--- src/hdl/rbb_pkg.sv ---
// Shared constants, types and helpers of the 3x3 box blur unit.
package rbb_pkg;

    localparam int unsigned MAX_WIDTH  = 2048;
    localparam int unsigned MAX_HEIGHT = 2048;

    // Configuration register width and reset values.
    localparam int unsigned CFG_W = 12;
    localparam logic [CFG_W-1:0] WIDTH_RST  = CFG_W'(1920);
    localparam logic [CFG_W-1:0] HEIGHT_RST = CFG_W'(1080);

    // Register indexes, decoded from paddr[2].
    localparam logic REG_IDX_WIDTH  = 1'b0;
    localparam logic REG_IDX_HEIGHT = 1'b1;
    localparam int unsigned PADDR_W = 3;

    // Position counters hold up to the larger frame dimension itself.
    localparam int unsigned MAX_DIM = (MAX_WIDTH > MAX_HEIGHT) ? MAX_WIDTH : MAX_HEIGHT;
    localparam int unsigned CNT_W   = $clog2(MAX_DIM + 1);
    localparam int unsigned AW      = $clog2(MAX_WIDTH);

    localparam int unsigned CH_W  = 8;
    localparam int unsigned PIX_W = 3 * CH_W;

    typedef struct packed {
        logic [CH_W-1:0] red;
        logic [CH_W-1:0] green;
        logic [CH_W-1:0] blue;
    } t_pixel;

    // One window column: rows r-1, r and r+1 of the same image column.
    typedef struct packed {
        t_pixel top;
        t_pixel mid;
        t_pixel bot;
    } t_col;

    // Index 2 is the newest column, index 0 the oldest.
    typedef t_col [2:0] t_window;

    typedef struct packed {
        logic emit;
        logic border;
        logic last;
    } t_flags;

    typedef struct packed {
        logic          enter;
        logic          wr;
        logic [AW-1:0] addr;
        t_flags        flags;
    } t_item;

    function automatic logic [CNT_W-1:0] clamp_dim(input logic [CFG_W-1:0] raw,
                                                   input int unsigned lim);
        logic [CNT_W-1:0] res;
        if (raw == '0) begin
            res = CNT_W'(1);
        end else if (32'(raw) > lim) begin
            res = CNT_W'(lim);
        end else begin
            res = CNT_W'(raw);
        end
        return res;
    endfunction

endpackage

--- src/hdl/rbb_ctrl.sv ---
// Frame position counters, drain sequencing and configuration registers.
module rbb_ctrl (
    input  logic                       i_clk,
    input  logic                       i_rst_n,
    input  logic                       i_cfg_we,
    input  logic                       i_cfg_idx,
    input  logic [rbb_pkg::CFG_W-1:0]  i_cfg_data,
    output logic [rbb_pkg::CFG_W-1:0]  o_cfg_width,
    output logic [rbb_pkg::CFG_W-1:0]  o_cfg_height,
    input  logic                       i_accept,
    input  logic                       i_cmd,
    output rbb_pkg::t_item             o_item
);

    localparam int unsigned CW = rbb_pkg::CNT_W;

    logic [rbb_pkg::CFG_W-1:0] r_cfg_width, n_cfg_width;
    logic [rbb_pkg::CFG_W-1:0] r_cfg_height, n_cfg_height;
    logic [CW-1:0] r_w, n_w, r_h, n_h;
    logic [CW-1:0] r_in_col, n_in_col, r_in_row, n_in_row;
    logic [CW-1:0] r_out_col, n_out_col, r_out_row, n_out_row;
    logic          r_draining, n_draining;

    logic          emit;
    logic          done;

    always_comb begin
        n_cfg_width  = r_cfg_width;
        n_cfg_height = r_cfg_height;
        n_w          = r_w;
        n_h          = r_h;
        n_in_col     = r_in_col;
        n_in_row     = r_in_row;
        n_out_col    = r_out_col;
        n_out_row    = r_out_row;
        n_draining   = r_draining;
        emit         = 1'b0;
        done         = 1'b0;

        o_item.enter        = 1'b0;
        o_item.wr           = 1'b0;
        o_item.addr         = r_in_col[rbb_pkg::AW-1:0];
        o_item.flags.border = (r_out_row == '0) || (r_out_row + CW'(1) >= r_h) ||
                              (r_out_col == '0) || (r_out_col + CW'(1) >= r_w);
        o_item.flags.last   = (r_out_row + CW'(1) >= r_h) && (r_out_col + CW'(1) >= r_w);

        if (i_accept) begin
            if (r_draining) begin
                o_item.enter = 1'b1;
                done         = (r_in_col >= r_w);
                emit         = done || (r_h >= CW'(2)) || (r_in_col != '0);
                n_in_col     = r_in_col + CW'(1);
            end else if (!i_cmd) begin
                o_item.enter = 1'b1;
                o_item.wr    = 1'b1;
                emit         = (r_in_row >= CW'(2)) || ((r_in_row == CW'(1)) && (r_in_col != '0));
                if (r_in_col + CW'(1) >= r_w) begin
                    n_in_col = '0;
                    if (r_in_row + CW'(1) >= r_h) begin
                        n_draining = 1'b1;
                    end else begin
                        n_in_row = r_in_row + CW'(1);
                    end
                end else begin
                    n_in_col = r_in_col + CW'(1);
                end
            end
        end

        if (emit) begin
            if (r_out_col + CW'(1) >= r_w) begin
                n_out_col = '0;
                n_out_row = r_out_row + CW'(1);
            end else begin
                n_out_col = r_out_col + CW'(1);
            end
        end

        // The frame restarts after its marked output or on any register write.
        if (done || i_cfg_we) begin
            n_in_col   = '0;
            n_in_row   = '0;
            n_out_col  = '0;
            n_out_row  = '0;
            n_draining = 1'b0;
        end

        if (i_cfg_we) begin
            case (i_cfg_idx)
                rbb_pkg::REG_IDX_WIDTH: begin
                    n_cfg_width = i_cfg_data;
                    n_w         = rbb_pkg::clamp_dim(i_cfg_data, rbb_pkg::MAX_WIDTH);
                end
                rbb_pkg::REG_IDX_HEIGHT: begin
                    n_cfg_height = i_cfg_data;
                    n_h          = rbb_pkg::clamp_dim(i_cfg_data, rbb_pkg::MAX_HEIGHT);
                end
                default: begin
                    n_cfg_width = r_cfg_width;
                end
            endcase
        end

        o_item.flags.emit = emit;
    end

    always_ff @(posedge i_clk) begin
        if (!i_rst_n) begin
            r_cfg_width  <= rbb_pkg::WIDTH_RST;
            r_cfg_height <= rbb_pkg::HEIGHT_RST;
            r_w          <= rbb_pkg::clamp_dim(rbb_pkg::WIDTH_RST, rbb_pkg::MAX_WIDTH);
            r_h          <= rbb_pkg::clamp_dim(rbb_pkg::HEIGHT_RST, rbb_pkg::MAX_HEIGHT);
            r_in_col     <= '0;
            r_in_row     <= '0;
            r_out_col    <= '0;
            r_out_row    <= '0;
            r_draining   <= 1'b0;
        end else begin
            r_cfg_width  <= n_cfg_width;
            r_cfg_height <= n_cfg_height;
            r_w          <= n_w;
            r_h          <= n_h;
            r_in_col     <= n_in_col;
            r_in_row     <= n_in_row;
            r_out_col    <= n_out_col;
            r_out_row    <= n_out_row;
            r_draining   <= n_draining;
        end
    end

    assign o_cfg_width  = r_cfg_width;
    assign o_cfg_height = r_cfg_height;

endmodule

--- config.mk ---
export PLATFORM = sky130hd
export DESIGN_NAME = rbb_ctrl
export DESIGN_NICKNAME = d
export VERILOG_FILES = /design/src/hdl/rbb_pkg.sv /design/src/hdl/rbb_ctrl.sv
export SDC_FILE = /design/constraint.sdc
export NUM_CORES = 1
export LEC_CHECK = 0
export ABC_AREA = 1
export BUFFER_PORTS_ARGS = -buffer_cell sky130_fd_sc_hd__buf_2
export CORE_MARGIN = 2
export CORE_UTILIZATION = 40
export DETAILED_ROUTE_END_ITERATION = 8
export MAX_ROUTING_LAYER = met4
export PLACE_DENSITY = 0.59
export SETUP_SLACK_MARGIN = 0.05
export SLEW_MARGIN = 20
export SYNTH_ARGS = -nofsm -noshare
export SYNTH_HDL_FRONTEND = slang
export SYNTH_SLANG_ARGS = --single-unit
--- constraint.sdc ---
create_clock -name i_clk -period 3.7 [get_ports i_clk]
set_input_delay 0.37 -clock i_clk [delete_from_list [all_inputs] [get_ports i_clk]]
set_output_delay 0.37 -clock i_clk [all_outputs]
set_load 0.02 [all_outputs]
==> impl_metrics.json <==
{
  "wl_per_cell_um": 13.54,
  "routed-wl-met2_um": 7174,
  "p_leak_nw": 3.681,
  "syn_to_final_growth_pct": 12.01,
  "tightest_slew_ns": 0.6819,
  "grtUsageTotal": 0.1948,
  "vias": 5875,
  "r2r_cells": 17,
  "final_area_um2": 7291,
  "syn_inst": 950,
  "synth_area_leaders": "dfxtp_1 (30%), ha_1 (13%), nand2_1 (10%)",
  "timing.fmax_mhz": 287.5,
  "io_buffers": 57,
  "critPathKind": "register to primary output",
  "grt_pass1_wl_um": 26740,
  "ys.flop_type": "dfxtp_1",
  "die_y_um": 131.6,
  "synth.net_count": 1037,
  "hold_path.class": "input pin to register",
  "whs_path_depth": 3,
  "crit_top_cell": "nand2_1",
  "synth.top_cell.area_share": 0.2983,
  "cts_tree": "done",
  "slew_violations": 0,
  "holdWs_ns": 0.2829,
  "gp_congestion": 0.9095,
  "syn_area_per_cell_um2": 6.851,
  "yosysMostFrequentCell": "nand2_1",
  "ctsRootBufferMaster": "clkbuf_16",
  "crit_chain": "ha_2 -> nand3_2 -> nor2_4 -> nand2_2 -> nor2_1 -> nand2_1 -> xor2_2 -> inv_1 -> ha_1 -> nand2_1 -> nor2_1 -> and2_1 -> nand2_1 -> nand4_1 -> or3_1 -> buf_2",
  "netlist_area_um2": 6509,
  "grt.overflow.total": 0,
  "worstPathArrival_ns": 3.11,
  "die_area_um2": 17310,
  "dieWidth_um": 131.6,
  "drt-total-wl_um": 16390,
  "nets": 1076,
  "io_pins": 58,
  "cts.path.max_buffers": 2,
  "status": "finished, final reports clean",
  "synthArstFlopShare": 0,
  "drt_iter0_markers": 341,
  "cpPeakStageDelay_ns": 0.43,
  "synth_area_leader_cell": "dfxtp_1",
  "wl_met3_um": 488,
  "antenna_found_initial": 0,
  "cts_inserted_buffers": 9,
  "drt_drc_violations_left": 0,
  "ys_warn_count": 0,
  "setup_viol_count_final": 0,
  "drv_cap": 0,
  "wl_met1_um": 8445,
  "place_inst": 1191,
  "clock_sinks": 97,
  "initial_utilization": 0.4097,
  "drive_gt1_frac": 0.1358,
  "post-dp-hpwl_um": 12180,
  "grt_max_degree": 38,
  "period_share": 0.9400,
  "grt_pass1_vias": 5364,
  "antenna_left": 0,
  "synth.ff_latch_count": 97,
  "row_count": 46,
  "timing.slew.headroom": 0.5449,
  "final_cell_count_no_fill": 1210,
  "core_area_um2": 15890,
  "worstPathRequired_ns": 3.33,
  "crit_path_top_delay_cell": "or3_1",
  "fin_skew_ns": 0.006992,
  "post_dp_cell_area_um2": 6899,
  "via_per_inst": 4.855,
  "finalCriticalPeriod_ns": 3.478,
  "dr.pass1.iters": 5,
  "insertedDiodeCount": 0,
  "hold_violations": 0,
  "max-vdd-ir-drop_mv": 0.1981,
  "cts_max_level": 3,
  "synth-edff-count": 0,
  "yosysUniqueCellTypes": 38,
  "synth-seq-area-share": 0.2983,
  "clkTransAtPathRegs_ns": 0.08,
  "power_density_nw_per_um2": 316.7,
  "clkLatencyLatePin_ns": 0.35,
  "highest_layer": "met4",
  "synthTopCellsByCount": "nand2_1 (175), inv_1 (137), nor2_1 (126), dfxtp_1 (97), a21oi_1 (75)",
  "worst-path-max-fanout": 5,
  "cp-end-kind": "primary output",
  "critPathLaunchType": "register"
}
==> registers in the layout (all words and copies together), names as in the netlist <==
| signal | count |
|---|---|
| o_cfg_height | 12 |
| r_out_row | 12 |
| o_cfg_width | 12 |
| r_in_col | 12 |
| r_out_col | 12 |
| r_in_row | 12 |
| r_draining | 1 |
| r_h | 12 |
| r_w | 12 |
==> per-stage QoR <==
stage          power, mW  utilization  worst slack, ns  setup TNS (ns)
6_report           2.309       0.4590           0.2219               0
4_1_cts            2.341       0.4537          0.06073               0
3_3_place_gp       1.361       0.4343           0.5034               0
5_1_grt            2.418       0.4590        -0.004172       -0.004172
3_5_place_dp       1.364       0.4343           0.4702               0
2_1_floorplan      1.282            -           0.7969               0
==> cell type report <==
| class | instances | area [µm²] |
|---|---|---|
| Clock inverter | 6 | 68.82 |
| Timing Repair Buffer | 71 | 420.4 |
| Fill cell | 1680 | 8594 |
| Sequential cell | 97 | 1949 |
| Tap cell | 216 | 270.3 |
| Inverter | 146 | 548.0 |
| Multi-Input combinational cell | 664 | 3795 |
| Clock buffer | 10 | 239.0 |
==> worst paths after layout <==
kind,startpoint,end,slack (ns)
worst max-delay path,r_out_col[0]$_SDFFE_PP0P_,o_item[1],0.22
worst min-delay path,i_cfg_data[8],o_cfg_width[8]$_SDFFE_PN1P_,0.28
worst max register to register,r_in_row[0]$_SDFFE_PP0P_,r_in_row[4]$_SDFFE_PP0P_,0.62
worst min register to register,o_cfg_width[8]$_SDFFE_PN1P_,o_cfg_width[8]$_SDFFE_PN1P_,0.46
==> cells in the final DEF (no fill, tap or decap), types with 24 or more instances in the layout <==
cell type	n
nand4_1	24
inv_1	137
dfxtp_1	93
nand2_1	174
o21ai_0	42
ha_1	68
buf_2	57
nand3_1	49
a21oi_1	75
nor2_1	124
==> cell families after synthesis <==
kind of cell | after synthesis | share of synthesized area
and+or+nand+nor | 408 | 0.2714
adders and majority gates | 69 | 0.1326
AOI/OAI and AO/OA | 160 | 0.1367
buffers and inverters | 189 | 0.1246
xor gates and xnor gates | 27 | 0.03633
DFF | 97 | 0.2983
==> metal layers <==
layer	vias to the layer above	global-route usage
met3	15	0.03164
li1	3130	-
met5	-	-
met4	0	0.05676
met1	2642	0.2685
met2	88	0.2941
==> timing repair <==
action | 4_1_cts | 5_1_grt
buffers inserted | 0 | 2
hold buffers | 0 | 0
endpoints found under the hold margin | 0 | 0
setup endpoints to repair | 0 | 2
gates resized for setup | 0 | 13
==> power by group <==
part | internal, mW | switching, mW | total, mW
Sequential | 1.08 | 0.0214 | 1.10
Clock | 0.497 | 0.473 | 0.970
Combinational | 0.0775 | 0.164 | 0.241
==> critical path: cells and delay by family (launching register included) <==
family / cells / cell delay, ns
xor+xnor: 1 / 0.16
fa+ha+maj: 2 / 0.47
buf+inv: 2 / 0.22
simple gates: 11 / 1.54
flops: 1 / 0.37
Note: power is estimated with default switching activity, not from simulation.
