--- config.mk ---
export PLATFORM = sky130hd
export DESIGN_NAME = rbb_filter
export DESIGN_NICKNAME = d
export VERILOG_FILES = /design/src/hdl/rbb_pkg.sv /design/src/hdl/rbb_filter.sv
export SDC_FILE = /design/constraint.sdc
export NUM_CORES = 1
export LEC_CHECK = 0
export ABC_AREA = 0
export BUFFER_PORTS_ARGS = -buffer_cell sky130_fd_sc_hd__clkbuf_2
export CAP_MARGIN = 5
export CORE_ASPECT_RATIO = 1.75
export CORE_MARGIN = 5
export CORE_UTILIZATION = 35
export DETAILED_ROUTE_END_ITERATION = 12
export GPL_ROUTABILITY_DRIVEN = 0
export GPL_TIMING_DRIVEN = 0
export PLACE_DENSITY = 0.51
export REMOVE_ABC_BUFFERS = 1
export SYNTH_ARGS = -nofsm -noshare
export SYNTH_HDL_FRONTEND = slang
export SYNTH_SLANG_ARGS = --single-unit
--- constraint.sdc ---
create_clock -name i_clk -period 5.45 [get_ports i_clk]
set_input_delay 0.545 -clock i_clk [delete_from_list [all_inputs] [get_ports i_clk]]
set_output_delay 0.545 -clock i_clk [all_outputs]
set_load 0.05 [all_outputs]
--- src/hdl/rbb_pkg.sv ---
// Shared constants, types and helpers of the 3x3 box blur unit.
package rbb_pkg;

    localparam int unsigned MAX_WIDTH  = 2048;
    localparam int unsigned MAX_HEIGHT = 2048;

    // Configuration register width and reset values.
    localparam int unsigned CFG_W = 12;
    localparam logic [CFG_W-1:0] WIDTH_RST  = CFG_W'(1920);
    localparam logic [CFG_W-1:0] HEIGHT_RST = CFG_W'(1080);

    // Register indexes, decoded from paddr[2].
    localparam logic REG_IDX_WIDTH  = 1'b0;
    localparam logic REG_IDX_HEIGHT = 1'b1;
    localparam int unsigned PADDR_W = 3;

    // Position counters hold up to the larger frame dimension itself.
    localparam int unsigned MAX_DIM = (MAX_WIDTH > MAX_HEIGHT) ? MAX_WIDTH : MAX_HEIGHT;
    localparam int unsigned CNT_W   = $clog2(MAX_DIM + 1);
    localparam int unsigned AW      = $clog2(MAX_WIDTH);

    localparam int unsigned CH_W  = 8;
    localparam int unsigned PIX_W = 3 * CH_W;

    typedef struct packed {
        logic [CH_W-1:0] red;
        logic [CH_W-1:0] green;
        logic [CH_W-1:0] blue;
    } t_pixel;

    // One window column: rows r-1, r and r+1 of the same image column.
    typedef struct packed {
        t_pixel top;
        t_pixel mid;
        t_pixel bot;
    } t_col;

    // Index 2 is the newest column, index 0 the oldest.
    typedef t_col [2:0] t_window;

    typedef struct packed {
        logic emit;
        logic border;
        logic last;
    } t_flags;

    typedef struct packed {
        logic          enter;
        logic          wr;
        logic [AW-1:0] addr;
        t_flags        flags;
    } t_item;

    function automatic logic [CNT_W-1:0] clamp_dim(input logic [CFG_W-1:0] raw,
                                                   input int unsigned lim);
        logic [CNT_W-1:0] res;
        if (raw == '0) begin
            res = CNT_W'(1);
        end else if (32'(raw) > lim) begin
            res = CNT_W'(lim);
        end else begin
            res = CNT_W'(raw);
        end
        return res;
    endfunction

endpackage

--- src/hdl/rbb_filter.sv ---
// Neighborhood sums, division by nine, border select and the output register.
module rbb_filter (
    input  logic                 i_clk,
    input  logic                 i_rst_n,
    input  logic                 i_s2_valid,
    input  rbb_pkg::t_flags      i_flags,
    input  rbb_pkg::t_window     i_window,
    output logic                 o_take,
    input  logic                 i_tready,
    output logic                 o_tvalid,
    output rbb_pkg::t_pixel      o_pix,
    output logic                 o_last
);

    localparam int unsigned SUM_W   = $clog2(9 * ((1 << rbb_pkg::CH_W) - 1) + 1);
    // floor(s / 9) == (s * 1821) >> 14 for every sum of nine 8-bit values.
    localparam int unsigned RECIP    = 1821;
    localparam int unsigned RECIP_SH = 14;
    localparam int unsigned PROD_W   = SUM_W + $clog2(RECIP + 1);

    function automatic logic [rbb_pkg::CH_W-1:0] div9(input logic [SUM_W-1:0] s);
        logic [PROD_W-1:0] p;
        p = PROD_W'(s) * PROD_W'(RECIP);
        return p[RECIP_SH +: rbb_pkg::CH_W];
    endfunction

    logic              r_s3v;
    rbb_pkg::t_flags   r_s3_flags;
    logic [SUM_W-1:0]  r_sum_r, r_sum_g, r_sum_b;
    rbb_pkg::t_pixel   r_center;

    logic              r_ov;
    rbb_pkg::t_pixel   r_o_pix;
    logic              r_o_last;

    logic [SUM_W-1:0]  sum_r, sum_g, sum_b;
    logic              out_free;
    logic              s3_go;
    logic              s3_free;
    logic              s2_go;
    logic              load;
    rbb_pkg::t_pixel   n_o_pix;

    always_comb begin
        sum_r = '0;
        sum_g = '0;
        sum_b = '0;
        for (int k = 0; k < 3; k++) begin
            sum_r = sum_r + SUM_W'(i_window[k].top.red) + SUM_W'(i_window[k].mid.red)
                          + SUM_W'(i_window[k].bot.red);
            sum_g = sum_g + SUM_W'(i_window[k].top.green) + SUM_W'(i_window[k].mid.green)
                          + SUM_W'(i_window[k].bot.green);
            sum_b = sum_b + SUM_W'(i_window[k].top.blue) + SUM_W'(i_window[k].mid.blue)
                          + SUM_W'(i_window[k].bot.blue);
        end
    end

    assign out_free = !r_ov || i_tready;
    assign s3_go    = r_s3v && (!r_s3_flags.emit || out_free);
    assign s3_free  = !r_s3v || s3_go;
    assign s2_go    = i_s2_valid && s3_free;
    assign load     = s3_go && r_s3_flags.emit;

    always_comb begin
        if (r_s3_flags.border) begin
            n_o_pix = r_center;
        end else begin
            n_o_pix.red   = div9(r_sum_r);
            n_o_pix.green = div9(r_sum_g);
            n_o_pix.blue  = div9(r_sum_b);
        end
    end

    always_ff @(posedge i_clk) begin
        if (s2_go) begin
            r_s3_flags <= i_flags;
            r_sum_r    <= sum_r;
            r_sum_g    <= sum_g;
            r_sum_b    <= sum_b;
            r_center   <= i_window[1].mid;
        end
        if (load) begin
            r_o_pix  <= n_o_pix;
            r_o_last <= r_s3_flags.last;
        end
    end

    always_ff @(posedge i_clk) begin
        if (!i_rst_n) begin
            r_s3v <= 1'b0;
            r_ov  <= 1'b0;
        end else begin
            if (s2_go) begin
                r_s3v <= 1'b1;
            end else if (s3_go) begin
                r_s3v <= 1'b0;
            end
            if (load) begin
                r_ov <= 1'b1;
            end else if (i_tready) begin
                r_ov <= 1'b0;
            end
        end
    end

    assign o_take   = s3_free;
    assign o_tvalid = r_ov;
    assign o_pix    = r_o_pix;
    assign o_last   = r_o_last;

endmodule

==> results of run 1 <==
[cell families after synthesis]
family | after synthesis
multiplexers | 3
AND/OR/NAND/NOR | 107
AO/OA/AOI/OAI | 157
buffers and inverters | 379
adder cells (fa/ha/maj) | 489
flip-flops | 90
XOR/XNOR | 44
[sequential cells by signal (all words and copies together) (netlist names)]
signal	count
r_s3v	1
r_sum_r	12
r_sum_b	12
o_tvalid	1
r_sum_g	12
r_center	24
o_pix	24
o_last	1
r_s3_flags	3
[stage by stage]
stage / hold WS (ns) / cell area [sq um] / TNS (ns) / worst slack [ns] / util, %
5_1_grt: 0.319 / 16400 / -0.0235 / -0.0235 / 41.0
3_5_place_dp: 0.415 / 16000 / 0 / 0.157 / 40.1
4_1_cts: 0.310 / 16300 / 0 / 0.100 / 40.8
6_report: 0.335 / 16400 / 0 / 0.260 / 41.0
3_3_place_gp: 0.412 / 15900 / -64.03 / -1.02 / 39.8
2_1_floorplan: 0.400 / 14000 / 0 / 0.614 / -
[worst paths after layout]
path	from	endpoint	slack, ns	depth (start not counted)
hold / removal	i_flags[1]	r_s3_flags[1]	0.33	1
hold reg to reg	r_s3_flags[0]	o_last	0.43	0
setup reg to reg	r_sum_b[9]	o_pix[7]	0.26	17
setup / recovery	r_sum_b[9]	o_pix[7]	0.26	17
[final cells by class]
type,count,area [sq um]
clock inverter,7,70.1
tap,495,619
fill,3920,23600
inverter,372,1400
sequential,90,2680
clock buffer,9,225
multi-input combinational,800,9990
timing repair buffer,260,1380
[cell usage in the layout (no fill, tap or decap), types with 2 or more instances in the layout]
cell type  count
o31ai_1        9
mux2i_1        2
o2111ai_1      2
nor3_1         8
xor2_1        14
nand3_1       11
a311o_1        2
buf_4          7
a31oi_1        3
nand2_1       44
a21o_1        18
a221oi_1       2
nor2_1        16
clkbuf_16      9
inv_1        372
o211ai_1       3
a21oi_1       53
xnor2_1       30
edfxtp_1      88
o21bai_1      10
o21a_1         5
ha_1         234
clkbuf_2     249
nand4_1        5
dfxtp_1        2
o21ai_0       32
a211oi_1       2
and3_1         6
inv_6          4
fa_1         255
nor2b_1       10
buf_12         2
[timing repair]
| action | in CTS | in global routing |
|---|---|---|
| hold endpoints to repair | 0 | 0 |
| endpoints found under the setup margin | 0 | 3 |
| hold buffers | 0 | 0 |
| resized for setup | 0 | 4 |
| buffers inserted | 0 | 7 |
[layer usage]
metal  vias up  wire, microns
met3        43            946
met1      4644          10500
met2       157          18900
met4         0           1010
met5         -              0
li1       4546              -
[critical path, cell delays in order, from the launching register on]
cell      delay, ns
edfxtp_1       0.52
fa_1           0.48
ha_1           0.33
inv_1          0.07
fa_1           0.54
inv_1          0.06
fa_1           0.53
inv_1          0.05
fa_1           0.52
inv_1          0.04
ha_1           0.31
nand2_2        0.12
o21ai_0        0.14
a221oi_2       0.33
o31ai_4        0.17
o311a_1        0.40
o21a_1         0.19
o31ai_2        0.23
==> flow_summary.yaml, run 1 <==
cts:
  clk_latency_ns: 0.38
  cts_max_path_buffers: 2
  clkTransAtPathRegs_ns: 0.08
  cts_sinks: 90
  cts_buffers: 9
  cts_root_buf: "clkbuf_16"
  cts_tree: "yes"
  htreeDepth: 3
logic_synthesis:
  synth_compound_area_share_pct: 7.11
  yosys_warnings: 0
  synth-edff-count: 88
  syn-cell-area_sq_um: 14100
  syn_inst: 1269
  ys_top_cells_by_count: "inv_1 (372), fa_1 (255), ha_1 (234)"
  synth_top_family_by_area: "adder cells"
  yosysTopAreaCellShare_pct: 36.3
  synth_adder_area_share_pct: 57.2
  synth_top_area_cell: "fa_1"
  muxShareOfSynthArea_pct: 0.223
  ys_ff_latch: 90
  synth-simple-area-share_pct: 3.54
  seq_area_frac_synth_pct: 19.1
  avgSynthCellArea_sq_um: 11.1
  synth.area.top_cells: "fa_1 (36%), ha_1 (21%), edfxtp_1 (19%), inv_1 (9.9%), a21oi_1 (1.9%)"
  ys_async_sr_fraction_pct: 0
  synth-xor-area-share_pct: 2.74
  synthFlopType: "edfxtp_1"
  ys_types: 47
  synth_most_common_cell: "inv_1"
floorplanning:
  rows: 97
  core_sq_um: 39900
  io_pins: 250
  fp.dieW_microns: 161
  dieArea_sq_um: 44400
  die_y_microns: 275
  start_util_pct: 35.2
global_routing:
  use_met2_pct: 30.4
  grt_use_total_pct: 14.8
  globalRouteMet3Util_pct: 2.34
  grt_pass1_wl_microns: 51000
  top_usage_layer: "met2"
  grt_pass1_vias: 10600
  grt_max_degree: 28
  overflow: 0
  met1_usage_pct: 14.4
  antenna_found_initial: 0
timing:
  fin_crit_ns: 5.19
  slew_headroom_pct: 38.7
  setup_viol: 0
  fmax_ghz: 0.193
  hold_viol: 0
  fin_crit_sh_pct: 95.2
  fin_skew_ns: 0.0112
  worst_pin_slew_ns: 0.917
  finalMaxSlewViolations: 0
worst_hold_path:
  worstHoldPathType: "primary input to flip-flop"
placement:
  io_buffers: 249
  dpl.hpwl_microns: 28700
  dp.cells: 2010
detailed_routing:
  first_pass_iters: 6
  drc: 0
  postRouteWirelength_microns: 31300
  postRouteAntennaNets: 0
  wire_per_inst_microns: 15.4
  vias_per_cell: 4.62
  drtIter0Drc: 235
  via_count: 9390
final_layout:
  nets: 2245
  areaGrowthSynthToFinish_pct: 16.5
  final_layout_size_suffix_gt1_share_pct: 18.7
  final_cells: 2033
  antenna_cells: 0
worst_setup_path:
  worstSetupPathType: "flip-flop to flip-flop"
  critPathLaunchType: "flip-flop"
  worstPathMaxFanout: 5
  cp-end-kind: "flip-flop"
  cp_data_arrival_time_ns: 5.40
  crit_required_ns: 5.66
run:
  cap_violations: 0
status:
  status: "complete, no violations"
Power of run 1 is left out: the tool's default activity adds up to more than one toggle a clock period on the data nets, which glitch-free logic cannot reach.
==> run 2: changes to the inputs <==
--- a/config.mk
+++ b/config.mk
@@ -10,11 +10,11 @@
 export CAP_MARGIN = 5
 export CORE_ASPECT_RATIO = 1.75
 export CORE_MARGIN = 5
-export CORE_UTILIZATION = 35
+export CORE_UTILIZATION = 59
 export DETAILED_ROUTE_END_ITERATION = 12
 export GPL_ROUTABILITY_DRIVEN = 0
 export GPL_TIMING_DRIVEN = 0
-export PLACE_DENSITY = 0.51
+export PLACE_DENSITY = 0.81
 export REMOVE_ABC_BUFFERS = 1
 export SYNTH_ARGS = -nofsm -noshare
 export SYNTH_HDL_FRONTEND = slang
==> run 2 against run 1 <==
  * Fmax down 0.87%
  * Die area decreased by 39%
  * Sequential cell count is the same
  * Critical path depth grew 2
==> flow_summary.yaml, run 2 (same netlist as run 1, synthesis figures left out) <==
global_routing:
  antenna_found_initial: 0
  grt_pass1_vias: 11500
  grt_max_degree: 30
  grt_use_total_pct: 23.9
  overflow: 0
  grt_pass1_wl_microns: 51600
timing:
  slew_headroom_pct: 41.1
  fmax_ghz: 0.191
  worst_pin_slew_ns: 0.881
  fin_crit_sh_pct: 96.1
  fin_skew_ns: 0.00685
  finalMaxSlewViolations: 0
  fin_crit_ns: 5.24
  layout_setup_ws_ns: 0.214
  hold_viol: 0
  setup_viol: 0
worst_setup_path:
  cp.depth: 19
  max_stage_delay_ns: 0.54
  crit_buf_inv: 6
  worstPathMaxFanout: 6
  crit_required_ns: 5.64
  regToRegStartpoint: "r_sum_b[2]"
  cp_data_arrival_time_ns: 5.43
  r2r_cells: 19
  worstSetupPathType: "flip-flop to flip-flop"
  cp-end-kind: "flip-flop"
  slowest_stage: "fa_1"
  crit_chain: "inv_1, fa_1, inv_1, ha_1, inv_1, fa_1, inv_1, fa_1, inv_1, fa_1, inv_1, ha_1, nand2_1, o21ai_1, a221oi_2, o31ai_4, o311a_1, o21a_1, o31ai_1"
  path_delay_family: "adder cells"
  rrSetupSlack_ns: 0.21
  r2r_end: "o_pix[7]"
  critPathLaunchType: "flip-flop"
  crit_top_cell: "inv_1"
worst_hold_path:
  hp-start: "i_flags[0]"
  min_to: "r_s3_flags[0]"
  hold_depth: 1
  worstHoldPathType: "primary input to flip-flop"
cts:
  cts_root_buf: "clkbuf_16"
  htreeDepth: 3
  clk_latency_ns: 0.37
  hold_buffers: 0
  cts_sinks: 90
  cts_tree: "yes"
  cts_buffers: 9
  clkTransAtPathRegs_ns: 0.07
  cts_max_path_buffers: 2
status:
  status: "complete, no violations"
floorplanning:
  start_util_pct: 60.0
  io_pins: 250
  core_sq_um: 23400
  fp.dieW_microns: 127
  die_y_microns: 214
  dieArea_sq_um: 27100
  rows: 74
detailed_routing:
  first_pass_iters: 4
  vias_per_cell: 5.32
  postRouteWirelength_microns: 30900
  drc: 0
  drtIter0Drc: 315
  postRouteAntennaNets: 0
  wire_per_inst_microns: 16.7
  via_count: 9823
final_layout:
  final_cells: 1846
  final_common_cell: "inv_1"
  nets: 2249
  final_area_sq_um: 16200
  antenna_cells: 0
  areaGrowthSynthToFinish_pct: 15.0
  post-route-util_pct: 69.0
  mostFrequentLayoutCells: "inv_1 (372), fa_1 (255), clkbuf_2 (249)"
  final_layout_size_suffix_gt1_share_pct: 18.7
placement:
  dpl.hpwl_microns: 27900
  place_ws_ns: 0.0727
  dp.cells: 1818
  dpl_cell_area_sq_um: 15700
  io_buffers: 249
run:
  cap_violations: 0
## run 2: worst max-delay path by stage
stage,start,to,slack (ns)
after global routing,r_sum_b[2],o_pix[7],-0.01
after global placement,r_s3_flags[2],r_sum_g[0],-0.74
after floorplan,r_sum_b[2],o_pix[7],0.61
after detailed placement,r_sum_b[9],o_pix[7],0.07
after CTS,r_sum_b[2],o_pix[7],0.04
final,r_sum_b[2],o_pix[7],0.21
## run 2: stage by stage
step	TNS [ns]	hold WS (ns)
CTS	0	0.335
finish	0	0.349
detailed placement	0	0.428
global route	-0.0126	0.344
floorplan	0	0.400
global placement	-45.72	0.412
## run 2: final cells by class
type | count | area (sq um)
fillers | 1709 | 7260
multi-input cells | 800 | 9990
well taps | 304 | 380
repair buffers | 264 | 1400
clock inverters | 5 | 62.6
flip-flops and latches | 90 | 2680
inverters | 372 | 1400
clock buffers | 11 | 243
## run 2: routing by layer
metal,track usage (%),vias to the layer above,wire length (microns)
met5,0,-,0
met4,12.0,0,1620
met1,23.3,4857,9740
met2,47.0,301,18100
met3,3.54,106,1420
li1,-,4559,-
## run 2: timing repair
action | in CTS | in global routing
resized for setup | 0 | 4
buffers inserted | 0 | 12
endpoints found under the setup margin | 0 | 5
hold endpoints to repair | 0 | 0
Power of run 2 is left out for the same reason.
